===== src/hdl/bb3_pkg.sv =====
// ----------------------------------------------------------------------------
// bb3_pkg
// Shared types, widths and constants of the 3x3 box blur core.
// ----------------------------------------------------------------------------
package bb3_pkg;

   localparam int MAX_WIDTH_DEFAULT = 1024;
   localparam int MAX_HEIGHT        = 4096;

   localparam int FRAME_WIDTH_W  = 11;
   localparam int FRAME_HEIGHT_W = 13;
   localparam int ROW_W          = 12;

   localparam int CSR_INDEX_W = 2;
   localparam int CSR_DATA_W  = 13;

   localparam logic [CSR_INDEX_W-1:0] CSR_FRAME_WIDTH  = 2'd0;
   localparam logic [CSR_INDEX_W-1:0] CSR_FRAME_HEIGHT = 2'd1;

   localparam logic [FRAME_WIDTH_W-1:0]  FRAME_WIDTH_RESET  = 11'd1024;
   localparam logic [FRAME_HEIGHT_W-1:0] FRAME_HEIGHT_RESET = 13'd1024;

   typedef enum logic {
      CMD_PIXEL = 1'b0,
      CMD_FLUSH = 1'b1
   } cmd_type;

   localparam int CHAN_W       = 8;
   localparam int PIXEL_W      = 3 * CHAN_W;
   localparam int WINDOW_TAPS  = 9;
   localparam int SUM_W        = 12;   // 9 * 255 fits
   localparam int CNT_W        = 4;
   localparam int NUM_W        = SUM_W + 1;
   localparam int RECIP_W      = 18;
   localparam int RECIP_SHIFT  = 18;
   localparam int PROD_W       = NUM_W + RECIP_W;

   localparam int JOB_DEPTH  = 4;
   localparam int JOB_CNT_W  = $clog2(JOB_DEPTH + 1);
   localparam int OUT_DEPTH  = 4;
   localparam int OUT_CNT_W  = $clog2(OUT_DEPTH + 1);

   typedef logic [PIXEL_W-1:0] pixel_type;

   typedef struct packed {
      pixel_type top;
      pixel_type mid;
      pixel_type bot;
   } column_type;

   // what the back end does with one column push
   typedef struct packed {
      logic emit_a;   // result for the column before the newest
      logic full_a;   // that result spans all three columns
      logic emit_b;   // result for the newest column (row end)
      logic two_b;    // that result spans two columns, else one
      logic top_ok;
      logic bot_ok;
      logic last;     // second result closes the frame
   } job_flags_type;

   typedef struct packed {
      column_type    col;
      job_flags_type flags;
   } job_type;

   typedef struct packed {
      logic [CHAN_W-1:0] red;
      logic [CHAN_W-1:0] green;
      logic [CHAN_W-1:0] blue;
      logic              last;
   } result_type;

   // ceil(2^18 / (2*cnt)); exact floor division for numerators below 2^18/18
   function automatic logic [RECIP_W-1:0] recip(input logic [CNT_W-1:0] cnt);
      logic [RECIP_W-1:0] r;
      case (cnt)
         4'd1:    r = 18'd131072;
         4'd2:    r = 18'd65536;
         4'd3:    r = 18'd43691;
         4'd4:    r = 18'd32768;
         4'd5:    r = 18'd26215;
         4'd6:    r = 18'd21846;
         4'd7:    r = 18'd18725;
         4'd8:    r = 18'd16384;
         4'd9:    r = 18'd14564;
         default: r = '0;
      endcase
      return r;
   endfunction

endpackage


===== src/hdl/bb3_fifo.sv =====
// ----------------------------------------------------------------------------
// bb3_fifo
// Small register FIFO with occupancy count; head word shown combinationally.
// ----------------------------------------------------------------------------
module bb3_fifo #(
   parameter int WIDTH = 8,
   parameter int DEPTH = 4,
   localparam int PTR_W = (DEPTH > 1) ? $clog2(DEPTH) : 1,
   localparam int CNT_W = $clog2(DEPTH + 1)
) (
   input  logic             clock,
   input  logic             reset,
   input  logic             push,
   input  logic [WIDTH-1:0] push_data,
   input  logic             pop,
   output logic             pop_valid,
   output logic [WIDTH-1:0] pop_data,
   output logic [CNT_W-1:0] count
);

   logic [WIDTH-1:0] mem_ff [DEPTH];
   logic [PTR_W-1:0] wr_ptr_ff, wr_ptr_in;
   logic [PTR_W-1:0] rd_ptr_ff, rd_ptr_in;
   logic [CNT_W-1:0] count_ff, count_in;

   always_comb begin
      wr_ptr_in = wr_ptr_ff;
      rd_ptr_in = rd_ptr_ff;
      if (push) begin
         wr_ptr_in = (wr_ptr_ff == PTR_W'(DEPTH - 1)) ? '0 : wr_ptr_ff + PTR_W'(1);
      end
      if (pop) begin
         rd_ptr_in = (rd_ptr_ff == PTR_W'(DEPTH - 1)) ? '0 : rd_ptr_ff + PTR_W'(1);
      end
      count_in = count_ff + CNT_W'(push) - CNT_W'(pop);
   end

   always_ff @(posedge clock) begin
      if (reset) begin
         wr_ptr_ff <= '0;
         rd_ptr_ff <= '0;
         count_ff  <= '0;
      end else begin
         wr_ptr_ff <= wr_ptr_in;
         rd_ptr_ff <= rd_ptr_in;
         count_ff  <= count_in;
      end
   end

   always_ff @(posedge clock) begin
      if (push) begin
         mem_ff[wr_ptr_ff] <= push_data;
      end
   end

   assign pop_valid = (count_ff != '0);
   assign pop_data  = mem_ff[rd_ptr_ff];
   assign count     = count_ff;

endmodule


===== src/hdl/bb3_back.sv =====
// ----------------------------------------------------------------------------
// bb3_back
// Execution side: 3x3 window, masked channel sums, divide by the tap count
// through a reciprocal multiply, and the result output buffer.
// ----------------------------------------------------------------------------
module bb3_back
   import bb3_pkg::*;
(
   input  logic              clock,
   input  logic              reset,
   input  logic              job_valid,
   input  job_type           job_data,
   output logic              job_pop,
   output logic              rsp_valid,
   input  logic              rsp_stall,
   output logic [CHAN_W-1:0] rsp_out_red,
   output logic [CHAN_W-1:0] rsp_out_green,
   output logic [CHAN_W-1:0] rsp_out_blue,
   output logic              rsp_last_in_frame
);

   column_type        win_ff [3];    // slot 2 newest
   column_type        win_in [3];
   job_flags_type     cur_ff, cur_in;
   logic              pend_a_ff, pend_a_in;
   logic              pend_b_ff, pend_b_in;

   logic              s1_v_ff;
   logic [SUM_W-1:0]  s1_sum_ff [3];
   logic [SUM_W-1:0]  s1_sum_in [3];
   logic [CNT_W-1:0]  s1_cnt_ff, s1_cnt_in;
   logic              s1_last_ff;
   logic              s2_v_ff;
   result_type        s2_res_ff, s2_res_in;

   logic [OUT_CNT_W-1:0] out_count, out_load;
   logic              credit_ok, issue_a, issue_b, issue, rem_a, rem_b;
   logic              out_pop;
   logic [2:0]        col_en, row_en;
   pixel_type         tap [3][3];
   logic [RECIP_W-1:0] s1_recip;
   logic [NUM_W-1:0]  num [3];
   logic [PROD_W-1:0] prod [3];
   result_type        head;

   assign out_load  = out_count + OUT_CNT_W'(s1_v_ff) + OUT_CNT_W'(s2_v_ff);
   assign credit_ok = (out_load < OUT_CNT_W'(OUT_DEPTH));
   assign issue_a   = pend_a_ff && credit_ok;
   assign issue_b   = !pend_a_ff && pend_b_ff && credit_ok;
   assign issue     = issue_a || issue_b;
   assign rem_a     = pend_a_ff && !issue_a;
   assign rem_b     = pend_b_ff && !issue_b;
   // next column may enter while the last result of this one is issued
   assign job_pop   = job_valid && !rem_a && !rem_b;

   always_comb begin
      win_in    = win_ff;
      cur_in    = cur_ff;
      pend_a_in = rem_a;
      pend_b_in = rem_b;
      if (job_pop) begin
         win_in[0] = win_ff[1];
         win_in[1] = win_ff[2];
         win_in[2] = job_data.col;
         cur_in    = job_data.flags;
         pend_a_in = job_data.flags.emit_a;
         pend_b_in = job_data.flags.emit_b;
      end
   end

   always_comb begin
      for (int s = 0; s < 3; s++) begin
         tap[s][0] = win_ff[s].top;
         tap[s][1] = win_ff[s].mid;
         tap[s][2] = win_ff[s].bot;
      end
   end

   // masked sums over the window
   always_comb begin
      col_en[0] = issue_a && cur_ff.full_a;
      col_en[1] = issue_a || cur_ff.two_b;
      col_en[2] = 1'b1;
      row_en[0] = cur_ff.top_ok;
      row_en[1] = 1'b1;
      row_en[2] = cur_ff.bot_ok;
      s1_cnt_in = '0;
      for (int c = 0; c < 3; c++) begin
         s1_sum_in[c] = '0;
      end
      for (int s = 0; s < 3; s++) begin
         for (int r = 0; r < 3; r++) begin
            if (col_en[s] && row_en[r]) begin
               s1_sum_in[0] = s1_sum_in[0] + SUM_W'(tap[s][r][2*CHAN_W +: CHAN_W]);
               s1_sum_in[1] = s1_sum_in[1] + SUM_W'(tap[s][r][CHAN_W +: CHAN_W]);
               s1_sum_in[2] = s1_sum_in[2] + SUM_W'(tap[s][r][0 +: CHAN_W]);
               s1_cnt_in    = s1_cnt_in + CNT_W'(1);
            end
         end
      end
   end

   // (2*sum + cnt) / (2*cnt) via reciprocal
   assign s1_recip = recip(s1_cnt_ff);

   always_comb begin
      for (int c = 0; c < 3; c++) begin
         num[c]  = {s1_sum_ff[c], 1'b0} + NUM_W'(s1_cnt_ff);
         prod[c] = PROD_W'(num[c]) * PROD_W'(s1_recip);
      end
      s2_res_in.red   = prod[0][RECIP_SHIFT +: CHAN_W];
      s2_res_in.green = prod[1][RECIP_SHIFT +: CHAN_W];
      s2_res_in.blue  = prod[2][RECIP_SHIFT +: CHAN_W];
      s2_res_in.last  = s1_last_ff;
   end

   always_ff @(posedge clock) begin
      if (reset) begin
         pend_a_ff <= 1'b0;
         pend_b_ff <= 1'b0;
         s1_v_ff   <= 1'b0;
         s2_v_ff   <= 1'b0;
      end else begin
         pend_a_ff <= pend_a_in;
         pend_b_ff <= pend_b_in;
         s1_v_ff   <= issue;
         s2_v_ff   <= s1_v_ff;
      end
   end

   always_ff @(posedge clock) begin
      win_ff     <= win_in;
      cur_ff     <= cur_in;
      s1_sum_ff  <= s1_sum_in;
      s1_cnt_ff  <= s1_cnt_in;
      s1_last_ff <= issue_b && cur_ff.last;
      s2_res_ff  <= s2_res_in;
   end

   assign out_pop = rsp_valid && !rsp_stall;

   bb3_fifo #(.WIDTH($bits(result_type)), .DEPTH(OUT_DEPTH)) u_out_fifo (
      .clock     (clock),
      .reset     (reset),
      .push      (s2_v_ff),
      .push_data (s2_res_ff),
      .pop       (out_pop),
      .pop_valid (rsp_valid),
      .pop_data  (head),
      .count     (out_count)
   );

   assign rsp_out_red       = head.red;
   assign rsp_out_green     = head.green;
   assign rsp_out_blue      = head.blue;
   assign rsp_last_in_frame = head.last;

   a_tap_count: assert property (@(posedge clock) disable iff (reset)
      s1_v_ff |-> (s1_cnt_ff != '0) && (s1_cnt_ff <= CNT_W'(WINDOW_TAPS)))
      else $error("tap count out of range");

   a_out_room: assert property (@(posedge clock) disable iff (reset)
      s2_v_ff |-> (out_count < OUT_CNT_W'(OUT_DEPTH)) || out_pop)
      else $error("result buffer overflow");

endmodule


===== config.mk =====
export PLATFORM = sky130hd
export DESIGN_NAME = bb3_back
export DESIGN_NICKNAME = d
export VERILOG_FILES = /design/src/hdl/bb3_pkg.sv /design/src/hdl/bb3_fifo.sv /design/src/hdl/bb3_back.sv
export SDC_FILE = /design/constraint.sdc
export NUM_CORES = 2
export LEC_CHECK = 0
export BUFFER_PORTS_ARGS = -buffer_cell sky130_fd_sc_hd__buf_2
export CORE_UTILIZATION = 50
export CTS_CLUSTER_DIAMETER = 30
export DETAILED_ROUTE_END_ITERATION = 12
export HOLD_SLACK_MARGIN = 0.05
export PLACE_DENSITY = 0.8
export SLEW_MARGIN = 20
export SYNTH_ARGS = -nofsm -noshare
export SYNTH_HDL_FRONTEND = slang
export SYNTH_SLANG_ARGS = --single-unit

===== constraint.sdc =====
create_clock -name clock -period 10.43 [get_ports clock]
set_input_delay 1.5645 -clock clock [delete_from_list [all_inputs] [get_ports clock]]
set_output_delay 1.5645 -clock clock [all_outputs]
set_load 0.03 [all_outputs]

==> metrics.cfg <==
[grt]
grt_pass1_wl_um = 167000
grtUsageTotal = 0.243
antenna_found_initial = 0
overflow = 0
grt_max_degree = 152
grt_pass1_vias = 32700

[yosys]
synth_cells = 4205
synth_nets = 5186
ys_ff_latch = 418
synth_top_flop_cell = edfxtp_1
syn_area_per_cell_um2 = 10.1
yosysSeqAreaShare = 0.272
synth_edf_count = 321
synth-warning-count = 0
async_flop_share = 0
netlist_area_um2 = 42500
yosysUniqueCellTypes = 90

[sta]
final.setup_skew_ns = 0.0230
grt_setup_unrepaired = yes
maxSlewHeadroom = 0.303
slew_viol_final = 0
setup_viol = 0
hold_slack_ns = 0.338
fmax_mhz = 102
tightest_slew_ns = 1.04
finalCritPeriodShare = 0.942
post-route-min-period_ns = 9.83
hold_violations = 0

[cts]
cts_tree = done
clock_path_buffers = 3
clock_tree.root_cell = clkbuf_16
numCtsBuffers = 84
htree_levels = 3
clkTransAtPathRegs_ns = 0.05
cts_sinks = 418
clkLatencyLatePin_ns = 0.65

[setup_path]
setup.worst_path.end_class = register
cp_max_fo = 8
crit_required_ns = 10.94
cp_common_cell = ha_1
crit_arrival_ns = 10.33
r2r_setup_slack_ns = 0.60
crit_buf_inv = 3
cp.depth = 46
cp_top_family = compound AO/OA/AOI/OAI gates
ff2ff_path_depth = 46
cp_slowest_cell = fa_1
max_stage_delay_ns = 0.44
criticalPathCategory = reg -> reg
worstSetupStartpointType = register

[min_path]
min_path_type = reg -> reg
holdPathStages = 0

[die]
die_area_um2 = 86200
core_area_um2 = 84000
die_w_um = 294
start_util = 0.506
num_rows = 106
io_pins = 110
die_y_um = 294

[pwr]
switchingPower_uw = 6870
leakage_uw = 0.0207
p_int_uw = 7510
seq_power_share = 0.168
peakVddDrop_mv = 0.209
p_per_area_nw_per_um2 = 303
swShare = 0.478
clkPwrFrac = 0.190
pwr-share-comb = 0.642

[layout]
fillers = 6795
area_growth_pct = 11.7
nets = 5283
seqCellArea_um2 = 11600
diodes = 0
final_layout_size_suffix_gt1_frac = 0.101
fin_util = 0.565
design_area_um2 = 47500
multi_input_comb_area_um2 = 28100

[detailed_routing]
num_vias = 30600
drt_iter0_drc = 1990
wl_um = 102000
routedWlPerCell_um = 18.5
drtAntennaViolNets = 0
vias_per_cell = 5.55
drc = 0
dr.pass1.iters = 6

[placed_design]
dpl-instance-area_um2 = 44400
port_buffers = 109
dp_hpwl_um = 72700
globalplace.congestion = 0.898

[outcome]
status = finished, final reports clean

[run]
cap_viol_max_count = 0

layer usage:
metal | GRT usage | wire length [µm] | share of wire
met1 | 0.310 | 40900 | 0.40
met2 | 0.416 | 49800 | 0.49
met3 | 0.0395 | 7580 | 0.074
met4 | 0.0918 | 3850 | 0.038
met5 | 0 | 0 | 0
cells by family after synthesis:
kind of cell    synth area share
simple gates               0.136
fa+ha+maj                  0.358
buf+inv                   0.0703
compound gates            0.0926
flops                      0.272
xor+xnor                  0.0493
mux                       0.0207
through the flow:
stage	setup slack, ns	setup TNS, ns	cells	power [µW]
floorplan	0.731	0	4205	8870
global placement	0.814	0	5347	11100
detailed placement	0.482	0	5347	11400
CTS	0.365	0	5503	14400
global route	-0.0755	-0.162	5506	15700
finish	0.604	0	5506	14400
cells in the final DEF (no fill, tap or decap), drive strengths merged, types with 25 or more instances in the layout:
cell type / instances
a211oi: 27
a21o: 69
a21oi: 150
and2: 99
and3: 44
buf: 173
clkbuf: 95
clkinv: 30
dfxtp: 97
edfxtp: 321
fa: 529
ha: 369
inv: 644
mux4: 25
nand2: 544
nand2b: 37
nand3: 25
nor2: 186
nor2b: 189
nor3: 36
o21a: 50
o21ai: 143
o21bai: 25
xnor2: 154
xor2: 70
synthesized netlist by cell type (all sizes together) (4+ instances only):
| cell type | n | share of area |
|---|---|---|
| inv | 630 | 0.056 |
| nand2 | 544 | 0.048 |
| fa | 529 | 0.25 |
| ha | 369 | 0.11 |
| edfxtp | 321 | 0.23 |
| nor2b | 189 | 0.028 |
| nor2 | 186 | 0.017 |
| xnor2 | 154 | 0.033 |
| a21oi | 150 | 0.018 |
| clkbuf | 149 | 0.013 |
| o21ai | 143 | 0.017 |
| and2 | 99 | 0.015 |
| dfxtp | 97 | 0.046 |
| xor2 | 70 | 0.014 |
| a21o | 69 | 0.012 |
| o21a | 50 | 0.0088 |
| and3 | 44 | 0.0067 |
| nand2b | 37 | 0.0056 |
| nor3 | 36 | 0.0045 |
| a211oi | 27 | 0.0055 |
| mux4 | 25 | 0.013 |
| nand3 | 25 | 0.0029 |
| o21bai | 25 | 0.0044 |
| mux2 | 21 | 0.0056 |
| nand4 | 17 | 0.0025 |
| o31a | 17 | 0.0035 |
| o31ai | 17 | 0.0034 |
| a21boi | 14 | 0.0026 |
| buf | 14 | 0.0014 |
| nor4 | 13 | 0.0019 |
| o22ai | 10 | 0.0015 |
| or3 | 9 | 0.0013 |
| a31oi | 8 | 0.0012 |
| mux2i | 8 | 0.0019 |
| or2 | 8 | 0.0012 |
| a2111oi | 7 | 0.0019 |
| a22o | 7 | 0.0014 |
| o211ai | 7 | 0.0015 |
| a41o | 6 | 0.0014 |
| a211o | 5 | 0.0010 |
| o41ai | 5 | 0.0012 |
| nor3b | 4 | 0.00071 |
| o2111ai | 4 | 0.00082 |
| o311a | 4 | 0.00094 |
state kept, by name, indices dropped and copies added, names as in the netlist, named ones only:
register	cells
s1_recip	18
cur_ff	5
s2_v_ff	1
s1_sum_ff	36
pend_b_ff	1
s1_v_ff	1
tap	216
u_out_fifo.wr_ptr_ff	2
s1_last_ff	1
s1_cnt_ff	4
pend_a_ff	1
u_out_fifo.rd_ptr_ff	2
u_out_fifo.count	3
u_out_fifo.mem_ff	100
s2_res_ff	25
power groups by stage:
stage / combinational, µW / sequential (µW) / clock (µW)
after floorplan: 6580 / 2290 / 0
after global placement: 8640 / 2420 / 0
after detailed placement: 8970 / 2430 / 0
after CTS: 9210 / 2400 / 2780
after global routing: 10400 / 2440 / 2850
final: 9240 / 2410 / 2740
final cells by class:
type,instances,share of cell area
multi-input cells,2994,0.592
flip-flops and latches,418,0.244
inverters,631,0.0499
clock buffers,95,0.0465
well taps,1134,0.0299
repair buffers,173,0.0221
clock inverters,61,0.0157
final timing paths:
| kind | start | to |
|---|---|---|
| max | s2_v_ff$_SDFF_PP0_ | s1_sum_ff[35]$_DFF_P_ |
| min | s1_last_ff$_DFF_P_ | s2_res_ff[0]$_DFF_P_ |
| max reg2reg | s2_v_ff$_SDFF_PP0_ | s1_sum_ff[35]$_DFF_P_ |
| min reg2reg | s1_last_ff$_DFF_P_ | s2_res_ff[0]$_DFF_P_ |
what timing repair did:
action	in CTS	in global routing
hold buffers	0	0
resized for setup	0	22
setup buffers	0	2
setup endpoints to repair	0	11
endpoints found under the hold margin	0	0
No activity file was read; power rests on OpenSTA's default activity.
