**src/hdl/bb3_fifo.sv**
```systemverilog
// ----------------------------------------------------------------------------
// bb3_fifo
// Small register FIFO with occupancy count; head word shown combinationally.
// ----------------------------------------------------------------------------
module bb3_fifo #(
   parameter int WIDTH = 8,
   parameter int DEPTH = 4,
   localparam int PTR_W = (DEPTH > 1) ? $clog2(DEPTH) : 1,
   localparam int CNT_W = $clog2(DEPTH + 1)
) (
   input  logic             clock,
   input  logic             reset,
   input  logic             push,
   input  logic [WIDTH-1:0] push_data,
   input  logic             pop,
   output logic             pop_valid,
   output logic [WIDTH-1:0] pop_data,
   output logic [CNT_W-1:0] count
);

   logic [WIDTH-1:0] mem_ff [DEPTH];
   logic [PTR_W-1:0] wr_ptr_ff, wr_ptr_in;
   logic [PTR_W-1:0] rd_ptr_ff, rd_ptr_in;
   logic [CNT_W-1:0] count_ff, count_in;

   always_comb begin
      wr_ptr_in = wr_ptr_ff;
      rd_ptr_in = rd_ptr_ff;
      if (push) begin
         wr_ptr_in = (wr_ptr_ff == PTR_W'(DEPTH - 1)) ? '0 : wr_ptr_ff + PTR_W'(1);
      end
      if (pop) begin
         rd_ptr_in = (rd_ptr_ff == PTR_W'(DEPTH - 1)) ? '0 : rd_ptr_ff + PTR_W'(1);
      end
      count_in = count_ff + CNT_W'(push) - CNT_W'(pop);
   end

   always_ff @(posedge clock) begin
      if (reset) begin
         wr_ptr_ff <= '0;
         rd_ptr_ff <= '0;
         count_ff  <= '0;
      end else begin
         wr_ptr_ff <= wr_ptr_in;
         rd_ptr_ff <= rd_ptr_in;
         count_ff  <= count_in;
      end
   end

   always_ff @(posedge clock) begin
      if (push) begin
         mem_ff[wr_ptr_ff] <= push_data;
      end
   end

   assign pop_valid = (count_ff != '0);
   assign pop_data  = mem_ff[rd_ptr_ff];
   assign count     = count_ff;

endmodule

```
**config.mk**
```make
export PLATFORM = sky130hd
export DESIGN_NAME = bb3_fifo
export DESIGN_NICKNAME = d
export VERILOG_FILES = /design/src/hdl/bb3_fifo.sv
export SDC_FILE = /design/constraint.sdc
export NUM_CORES = 1
export LEC_CHECK = 0
export BUFFER_PORTS_ARGS = -buffer_cell sky130_fd_sc_hd__buf_2
export CORE_MARGIN = 8
export CORE_UTILIZATION = 55
export DETAILED_ROUTE_END_ITERATION = 8
export GPL_ROUTABILITY_DRIVEN = 0
export PLACE_DENSITY_LB_ADDON = 0.12
export SLEW_MARGIN = 20
export SYNTH_ARGS = -nofsm -noshare
export SYNTH_HDL_FRONTEND = slang
export SYNTH_SLANG_ARGS = --single-unit
```
**constraint.sdc**
```tcl
create_clock -name clock -period 1.8 [get_ports clock]
set_input_delay 0.18 -clock clock [delete_from_list [all_inputs] [get_ports clock]]
set_output_delay 0.18 -clock clock [all_outputs]
set_load 0.03 [all_outputs]
```
==> results of run 1 <==
routing by layer:
layer  vias to the layer above  wire, um  GRT usage (%)
li1                        370         -              -
met1                       381      1070           12.5
met2                        19      1300           17.8
met3                         2       128           5.51
met4                         0        13           4.69
met5                         -         0              0
placed cells by master, fill, tap and decap left out:
cell type and n:
clkinv_2 1, or3b_1 2, or3_1 1, ha_1 7, buf_6 1, and2_1 4, mux4_2 8, dfxtp_2 1
nand2b_1 2, buf_2 21, fa_1 1, clkinv_1 1, a21oi_1 2, clkbuf_8 1, xnor3_1 1, buf_4 2
nor2b_1 1, mux2i_1 2, nor2_1 4, dfxtp_1 8, inv_1 5, edfxtp_1 32, clkbuf_4 5
kinds of logic after synthesis:
logic type	share of synthesized area, %
DFF	71.4
and+or+nand+nor	5.16
muxes	12.5
adders and majority gates	6.73
buffers and inverters	2.19
AOI/OAI and AO/OA	0.626
xor gates and xnor gates	1.41
through the flow:
step	util [%]	std cells
3_5_place_dp	63.2	136
6_report	65.8	144
4_1_cts	65.4	144
2_1_floorplan	-	83
5_1_grt	65.8	144
3_3_place_gp	63.2	136
report_power, final:
part           switching [W]  total, W  internal [W]
Clock               0.000278  0.000462      0.000184
Combinational       0.000219  0.000381      0.000162
Sequential         0.0000380   0.00112       0.00108
Total               0.000534   0.00196       0.00143
sequential cells by signal, summed over array words and instances, names as in the netlist, named ones only:
signal     flops
mem_ff        32
count          3
rd_ptr_ff      2
wr_ptr_ff      2
area by class of cell:
type                            count  share of cell area [%]
Inverter                            5                    1.03
Sequential cell                    41                    63.0
Tap cell                           31                    2.14
Clock buffer                        6                    2.83
Clock inverter                      2                   0.483
Multi-Input combinational cell     35                    23.3
Timing Repair Buffer               24                    7.24
worst max path at each step:
stage                                   start                   to  slack (ps)  depth (start not counted)
final                               flip-flop          pop_data[2]          90                          3
after floorplan           count[0]$_SDFF_PP0_  count[2]$_SDFF_PP0_          60                          8
after global placement    count[0]$_SDFF_PP0_  count[2]$_SDFF_PP0_         270                          8
after detailed placement  count[0]$_SDFF_PP0_  count[2]$_SDFF_PP0_         160                          8
after CTS                           flip-flop          pop_data[2]          20                          3
after global routing                flip-flop          pop_data[5]          10                          3
what timing repair did:
item                                    in CTS  in global routing
resized for setup                            0                  6
endpoints found under the setup margin       0                  8
hold endpoints to repair                     0                  0
buffers inserted                             0                  0
critical path: cells and delay by family, from the launching register on:
family | cells | cell delay (ps)
muxes | 1 | 520
buffers and inverters | 2 | 340
DFF | 1 | 340
==> results.md, run 1 <==
* Status: completed
* WHS Endpoint: mem_ff[3][7]$_DFFE_PP_
* Cell area after placement at around 1700 um2
* Post-synth EDFFs at 32
* Relative slew slack at 69.2%
* CP max stage cell: mux4_2
* Register Area at 1140 um2
* IO Count at 24
* CP Capture Type: output pin
* Final antenna-violating net count at 0
* Pre-CTS setup slack at roughly 160 ps
* Hpwl dp at approximately 1800 um
* Setup ws final at between 80 and 90 ps
* DRC Markers at 0
* Mapped Cells at a little over 80
* Final WL at about 2500 um
* Total design power at a little under 0.002 W
* Hold Path Stages at 1
* Clk_lat worst skew at around 340 ps
* Hold Crit Start: push_data[7]
* Share of layout cells above drive strength 1 at between 30% and 40%
* Area leader, netlist: edfxtp_1
* Worst-path cell chain: buf_6 > mux4_2 > buf_4
* Core ar. at around 2800 um2
* Final hold slack at around 48 ps
* Total number of vias at just under 800
* I/O Buffers at 23
* Row count at 19
* Vias in the first global route at around 880
* Root buf cell: clkbuf_4
* Worst r2r path cells at 8
* First-pass GRT wire length at approximately 4200 um
* Main flop type after synthesis: edfxtp_1
* Final TNS setup at 0 ps
* CTS tree: built
* Gr usage total at between 10% and 20%
* Largest net degree at the start of global routing at 13
* Worst Path Max Fanout at 8
* Via/cell ratio at 5.36
* Flops & latches, synth at 41
* Pins Over Slew Limit at 0
* Post-synthesis sequential area ratio at a little under three quarters
* Largest cells by area after synthesis: edfxtp_1 (60%), dfxtp_1 (11%), mux4_2 (11%)
* Max H-tree Level at 2
* Initial DRC count at 28
* Design area at roughly 1800 um2
* Mapped Nets at slightly above 100
* DR pass1 iterations at 3
* Fin. Hold Viols at 0
* Pwr/cell area at between 1000 and 1500 nW/um2
* Fillers at approximately 210
* Mean Syn Cell Area at between 15 and 20 um2
* Die Span X at about 70 um
* Critical path class: flip-flop to output pin
* GRT overflow at 0
* TritonCTS Buffers at 5
* Worst reg2reg path endpoint: count[2]$_SDFF_PP0_
* Tmin final at between 1500 and 2000 ps
* Pleak at just under 0.7 nW
* Max-Cap Viols at 0
* Post-Syn Area at between 1500 and 2000 um2
* Yosys warning count at 0
* Asr flop ratio synth at 0%
* Fin Clk Skew at 5.74 ps
* CP required at approximately 1600 ps
* FMAX at around 0.6 GHz
* Final period util at between 90% and 100%
* Hold Path Class: input pin to flip-flop
* Worst path max stage delay at ~520 ps
* CTS Hold Bufs at 0
* Worst flop-to-flop path startpoint: count[0]$_SDFF_PP0_
* Multi-input gate area at approximately 420 um2
* Count leader, synth: edfxtp_1
* Area Overhead vs Synth at 13.5%
* ANT cells at 0
* Initial antenna violation count at 0
* Die Area at 4890 um2
* Unique masters post-synth at 17
* Post-synth top cells: edfxtp_1 (32), dfxtp_1 (9), mux4_2 (8)
* Final net count at roughly 130
* Synth top area share at between 60 and 70%
* Clock Pin Slew Worst Setup and Hold Paths at ~110 ps
* Chip height at 69.9 um
* Initial Util at between 50% and 60%
* WL/cell at 17.5 um
* Crit path launch type: flip-flop
* Sink Count at 41
* Setup-failing EPs final at 0
* Slew at the pin closest to its max-slew limit at roughly 460 ps
* Crit path DAT at ~1500 ps
* RSZ-0062 raised after global routing: no
* Clock Path Buffers at 2
* Maximum vdd drop at 836 uV
* Flop2flop setup slack at approximately 160 ps
Note: power is estimated with default switching activity, not from simulation.
==> run 2: changes to the inputs <==
--- a/config.mk
+++ b/config.mk
@@ -6,7 +6,7 @@
 export NUM_CORES = 1
 export LEC_CHECK = 0
 export BUFFER_PORTS_ARGS = -buffer_cell sky130_fd_sc_hd__buf_2
-export CORE_MARGIN = 8
+export CORE_MARGIN = 2
 export CORE_UTILIZATION = 55
 export DETAILED_ROUTE_END_ITERATION = 8
 export GPL_ROUTABILITY_DRIVEN = 0
==> run 2 against run 1 <==
  * Die area is 31% lower
  * Register-to-register slack better by 30 ps
  * Fmax is 0.49% lower
  * Critical path depth stayed put
  * Clock skew increased by 2.9 ps
  * Routed wire length down 8.9%
  * Critical path type unchanged
  * Highest routed layer unchanged
==> results.md, run 2 (synthesized netlist as in run 1, its figures left out) <==
* Setup-failing EPs final at 0 (unchanged)
* Sink Count at 41 (unchanged)
* IO Count at 24 (unchanged)
* Worst flop-to-flop path startpoint: count[0]$_SDFF_PP0_
* Pins Over Slew Limit at 0 (unchanged)
* CP max stage cell: mux4_2
* Leading cell type in the layout, fill and taps excluded: edfxtp_1
* Initial DRC count at 16 (-43%)
* Setup Fix Bufs, Post-CTS at 0 (unchanged)
* DR pass1 iterations at 4 (+1)
* Fin Clk Skew at 8.64 ps (+2.90 ps)
* CP Capture Type: output pin
* FMAX at 0.581 GHz (-0.49%)
* WL/cell at 15.8 um (-9.6%)
* RSZ-0062 raised after global routing: no
* Status: completed
* Area Overhead vs Synth at 12.8%
* Fillers at 199 (-4.8%)
* Critical path class: flip-flop to output pin
* Hold Path Class: input pin to flip-flop
* Flop2flop setup slack at 190 ps (+30 ps)
* WHS Endpoint: mem_ff[0][5]$_DFFE_PP_
* Crit path launch type: flip-flop
* Share of layout cells above drive strength 1 at 35.1% (-0.31 points)
* Max H-tree Level at 2 (unchanged)
* I/O Buffers at 23 (unchanged)
* Initial Util at 58.0% (unchanged)
* Via/cell ratio at 5.33 (-0.56%)
* Final period util at 95.6% (+0.47 points)
* Core ar. at 2760 um2 (unchanged)
* Gr usage total at 16.4% (+5.2 points)
* Switching Fraction at 27.5% (+0.31 points)
* Total number of vias at 773 (+0.13%)
* Final net count at 133 (+0.76%)
* Clock Pin Slew Worst Setup and Hold Paths at 120 ps (about the same)
* Final WL at 2290 um (-8.9%)
* Die Area at 3350 um2 (-31%)
* Commonest non-fill, non-tap cells in the layout: edfxtp_1 (32), buf_2 (23), dfxtp_1 (9)
* Slew at the pin closest to its max-slew limit at 430 ps (-31.2 ps)
* Resized Gates After CTS at 0 (unchanged)
* Row count at 19 (unchanged)
* Hold Path Stages at 1 (unchanged)
* Design area at 1800 um2 (-0.62%)
* Pwr/cell area at 1060 nW/um2 (-1.7%)
* First-pass GRT wire length at 3720 um (-11%)
* CTS tree: built
* CP required at 1620 ps (about the same)
* Worst Path Max Fanout at 4 (-4)
* Bufs and invs on worst path at 2 (unchanged)
* Clock Path Buffers at 2 (unchanged)
* GRT overflow at 0 (unchanged)
* Max-Cap Viols at 0 (unchanged)
* Maximum vdd drop at 885 uV (+5.9%)
* ANT cells at 0 (unchanged)
* Root buf cell: clkbuf_4
* Crit path DAT at 1540 ps (about the same)
* Worst-path cell chain: buf_4 > mux4_2 > buf_2
* Largest Register: mem_ff
* Relative slew slack at 71.3% (+2.1 points)
* Worst reg2reg path endpoint: count[2]$_SDFF_PP0_
* Final TNS setup at 0 ps (unchanged)
* Hpwl dp at 1610 um (-12%)
* Final hold slack at 46.2 ps (-1.62 ps)
* Pleak at 0.689 nW (-0.21%)
* TritonCTS Buffers at 5 (unchanged)
* Initial antenna violation count at 0 (unchanged)
* Final antenna-violating net count at 0 (unchanged)
* NetSw at 0.000528 W (-1.2%)
* Worst path max stage delay at 500 ps (-20 ps)
* Worst r2r path cells at 8 (unchanged)
* Fin. Hold Viols at 0 (unchanged)
* P_int at 0.00139 W (-2.7%)
* Clk pwr share at 22.3% (-1.2 points)
* Die Span X at 57.9 um (-17%)
* CTS Hold Bufs at 0 (unchanged)
* Largest net degree at the start of global routing at 13 (unchanged)
* Max reg flops at 32 (unchanged)
* Clk_lat worst skew at 340 ps (about the same)
* Hold Crit Start: push_data[5]
* Tmin final at 1720 ps (+8.41 ps)
* Kind of cell adding the most delay to the critical path: multiplexers
* DRC Markers at 0 (unchanged)
* Vias in the first global route at 813 (-8.0%)
* Sequential power share at 58.3% (+1.2 points)
* Cell area after placement at 1750 um2 (+0.43%)
* Chip height at 57.9 um (-17%)
* Logic pwr share at 19.3% (about the same)
-- run 2: changes by cell type in the layout (fill, tap and decap cells not counted), sizes merged --
cell / change
buf: +1
-- run 2: through the flow --
step,total power [W],worst slack (ps),cells,util (%)
2_1_floorplan,0.00141,64.3,83,-
3_3_place_gp,0.00151,263,137,63.5
3_5_place_dp,0.00152,194,137,63.5
4_1_cts,0.00193,53.6,145,65.4
5_1_grt,0.00201,11.0,145,65.4
6_report,0.00192,78.5,145,65.4
-- run 2: cell type report --
| class | instances | area [um2] | share of cell area (%) |
|---|---|---|---|
| Timing Repair Buffer | 25 | 130 | 7.22 |
| Sequential cell | 41 | 1140 | 63.3 |
| Inverter | 5 | 18.8 | 1.04 |
| Clock inverter | 2 | 10.0 | 0.555 |
| Clock buffer | 6 | 41.3 | 2.29 |
| Tap cell | 31 | 38.8 | 2.15 |
| Multi-Input combinational cell | 35 | 423 | 23.5 |
-- run 2: power groups by stage --
| stage | Sequential (W) | Clock (W) | Combinational, W |
|---|---|---|---|
| after floorplan | 0.00117 | 0 | 0.000238 |
| after global placement | 0.00114 | 0 | 0.000367 |
| after detailed placement | 0.00114 | 0 | 0.000376 |
| after CTS | 0.00112 | 0.000436 | 0.000377 |
| after global routing | 0.00112 | 0.000477 | 0.000406 |
| final | 0.00112 | 0.000428 | 0.000371 |
-- run 2: layer usage --
layer / GRT usage, % / share of wire, % / up-vias
met5: 0 / 0 / -
met4: 8.97 / 2.3 / 0
met3: 7.81 / 6.2 / 6
met2: 26.5 / 49 / 19
met1: 17.8 / 43 / 373
li1: - / - / 375
-- run 2: worst max-delay path by stage --
stage	from	slack (ps)	endpoint	cells past startpoint
floorplan	count[0]$_SDFF_PP0_	60	count[2]$_SDFF_PP0_	8
global placement	count[0]$_SDFF_PP0_	260	count[2]$_SDFF_PP0_	8
detailed placement	count[0]$_SDFF_PP0_	190	count[2]$_SDFF_PP0_	8
CTS	flip-flop	50	pop_data[3]	3
global route	flip-flop	10	pop_data[3]	3
finish	flip-flop	80	pop_data[3]	3
==> run 3: changes to the inputs <==
--- a/config.mk
+++ b/config.mk
@@ -6,6 +6,7 @@
 export NUM_CORES = 1
 export LEC_CHECK = 0
 export BUFFER_PORTS_ARGS = -buffer_cell sky130_fd_sc_hd__buf_2
+export CORE_ASPECT_RATIO = 1.4
 export CORE_MARGIN = 2
 export CORE_UTILIZATION = 55
 export DETAILED_ROUTE_END_ITERATION = 8
==> run 3 against run 2 <==
  * Core utilization grew 0.99 points
  * Clock-buffer cell count grew 2
  * Clock skew shrank 4.8 ps
  * Combinational power shrank 1%
  * Worst hold slack gained 58 ps
  * Sequential share of layout area shrank 2.3 points
  * Non-clock buffer count is the same
  * First-iteration DRC count is the same
  * Sequential power is essentially flat
  * Global-route usage shrank 0.89 points
  * Fmax grew 1.8%
  * Critical endpoint is now pop_data[1]
  * Largest power group unchanged
==> results.md, run 3 (synthesized netlist as in run 1, its figures left out) <==
* Crit path DAT at 1510 ps (-30 ps)
* Critical path depth at 3 (unchanged)
* GRT overflow at 0 (unchanged)
* Crit path launch type: flip-flop
* Final period util at 93.9% (-1.7 points)
* I/O Buffers at 23 (unchanged)
* Initial Util at 56.7% (-1.3 points)
* TritonCTS Buffers at 5 (unchanged)
* DRC Markers at 0 (unchanged)
* Final TNS setup at 0 ps (unchanged)
* Pleak at 0.714 nW (+3.6%)
* Largest net degree at the start of global routing at 13 (unchanged)
* Worst r2r path cells at 8 (unchanged)
* Commonest non-fill, non-tap cells in the layout: edfxtp_1 (32), buf_2 (23), mux4_2 (8), dfxtp_1 (8), ha_1 (7)
* Sink Count at 41 (unchanged)
* CTS Hold Bufs at 0 (unchanged)
* Worst-path cell chain: buf_4 > mux4_2 > buf_2
* Root buf cell: clkbuf_8
* Hold Crit Start: push_data[4]
* Worst path max stage delay at 490 ps (about the same)
* FMAX at 0.591 GHz (+1.8%)
* Maximum vdd drop at 1130 uV (+28%)
* Hpwl dp at 1640 um (+2.0%)
* DR pass1 iterations at 3 (-1)
* Critical path class: flip-flop to output pin
* Final antenna-violating net count at 0 (unchanged)
* Pins Over Slew Limit at 0 (unchanged)
* WL/cell at 15.0 um (-4.9%)
* Core ar. at 2820 um2 (+2.3%)
* CP Capture Type: output pin
* Tmin final at 1690 ps (-30.4 ps)
* Die Span X at 49.6 um (-14%)
* Kind of cell adding the most delay to the critical path: multiplexers
* WHS Endpoint: mem_ff[0][4]$_DFFE_PP_
* Clock Pin Slew Worst Setup and Hold Paths at 70 ps (-50 ps)
* Total number of vias at 782 (+1.2%)
* Initial DRC count at 16 (unchanged)
* CTS tree: built
* Leading cell type in the layout, fill and taps excluded: edfxtp_1
* Finished Core Util at 66.4% (+0.99 points)
* Die Area at 3360 um2 (+0.18%)
* Status: completed
* CP required at 1620 ps (about the same)
* Via/cell ratio at 5.18 (-2.9%)
* Chip height at 67.8 um (+17%)
* Hold Path Stages at 1 (unchanged)
* ANT cells at 0 (unchanged)
* Hold Path Class: input pin to flip-flop
* Vias in the first global route at 780 (-4.1%)
* Setup-failing EPs final at 0 (unchanged)
* Area Overhead vs Synth at 17.1%
* Gr usage total at 15.5% (-0.89 points)
* IO Count at 24 (unchanged)
* Max reg flops at 32 (unchanged)
* Max-Cap Viols at 0 (unchanged)
* Clk_lat worst skew at 280 ps (-60 ps)
* Worst reg2reg path endpoint: count[2]$_SDFF_PP0_
* Setup Fix Bufs, Post-CTS at 0 (unchanged)
* Bufs and invs on worst path at 2 (unchanged)
* Pwr/cell area at 1160 nW/um2 (+9.0%)
* Fin. Hold Viols at 0 (unchanged)
* Row count at 23 (+4)
* Register Area at 1140 um2 (+0.11%)
* CP max stage cell: mux4_2
* First-pass GRT wire length at 3480 um (-6.5%)
* Initial antenna violation count at 0 (unchanged)
* Worst Path Max Fanout at 4 (unchanged)
* Share of layout cells above drive strength 1 at 36.0% (+0.88 points)
* Fin Clk Skew at 3.84 ps (-4.80 ps)
* Largest Register: mem_ff
* Relative slew slack at 72.2% (+0.85 points)
* Final net count at 133 (unchanged)
* Flop2flop setup slack at 210 ps (+20 ps)
* Worst flop-to-flop path startpoint: count[0]$_SDFF_PP0_
* Multi-input gate area at 423 um2 (unchanged)
* Final WL at 2270 um (-1.0%)
* Max H-tree Level at 2 (unchanged)
* Fillers at 233 (+17%)
* RSZ-0062 raised after global routing: no
* Clock Path Buffers at 2 (unchanged)
* Slew at the pin closest to its max-slew limit at 417 ps (-12.8 ps)
[run 3: routing by layer]
layer  part of all wire (%)  wire [um]  vias to the layer above  track usage [%]
li1                       -          -                      373                -
met1                     38        867                      386             14.7
met2                     57       1280                       19             28.2
met3                    3.9         89                        4             5.75
met4                    1.1         25                        0             9.38
met5                      0          0                        -                0
[run 3: per-stage QoR]
stage / instances / power [W] / cell area [um2] / hold slack (ps) / setup slack (ps)
CTS: 151 / 0.00220 / 1870 / 94.4 / 74.0
global route: 151 / 0.00225 / 1870 / 96.0 / 38.3
finish: 151 / 0.00217 / 1870 / 105 / 109
detailed placement: 143 / 0.00152 / 1760 / 397 / 222
floorplan: 83 / 0.00141 / 1600 / 247 / 64.3
global placement: 143 / 0.00150 / 1760 / 391 / 270
[run 3: worst max-delay path by stage]
stage,to,slack [ps]
after floorplan,count[2]$_SDFF_PP0_,60
after global placement,count[2]$_SDFF_PP0_,270
after detailed placement,count[2]$_SDFF_PP0_,220
after CTS,pop_data[1],70
after global routing,pop_data[0],40
final,pop_data[1],110
[run 3: layout make-up]
| class | instances | area share, % |
|---|---|---|
| clock buffers | 8 | 5.95 |
| flip-flops and latches | 41 | 61.0 |
| multi-input cells | 35 | 22.6 |
| well taps | 37 | 2.47 |
| repair buffers | 25 | 6.95 |
| inverters | 5 | 1.00 |
[run 3: power breakdown]
part	internal, W	total (W)	switching [W]
clock	0.000396	0.000678	0.000283
combinational	0.000158	0.000367	0.000209
sequential	0.00108	0.00112	0.0000402
total	0.00164	0.00217	0.000532
[run 3: what timing repair did]
item / in CTS / in global routing
endpoints found under the hold margin: 0 / 0
endpoints found under the setup margin: 1 / 0
resized for setup: 1 / 0
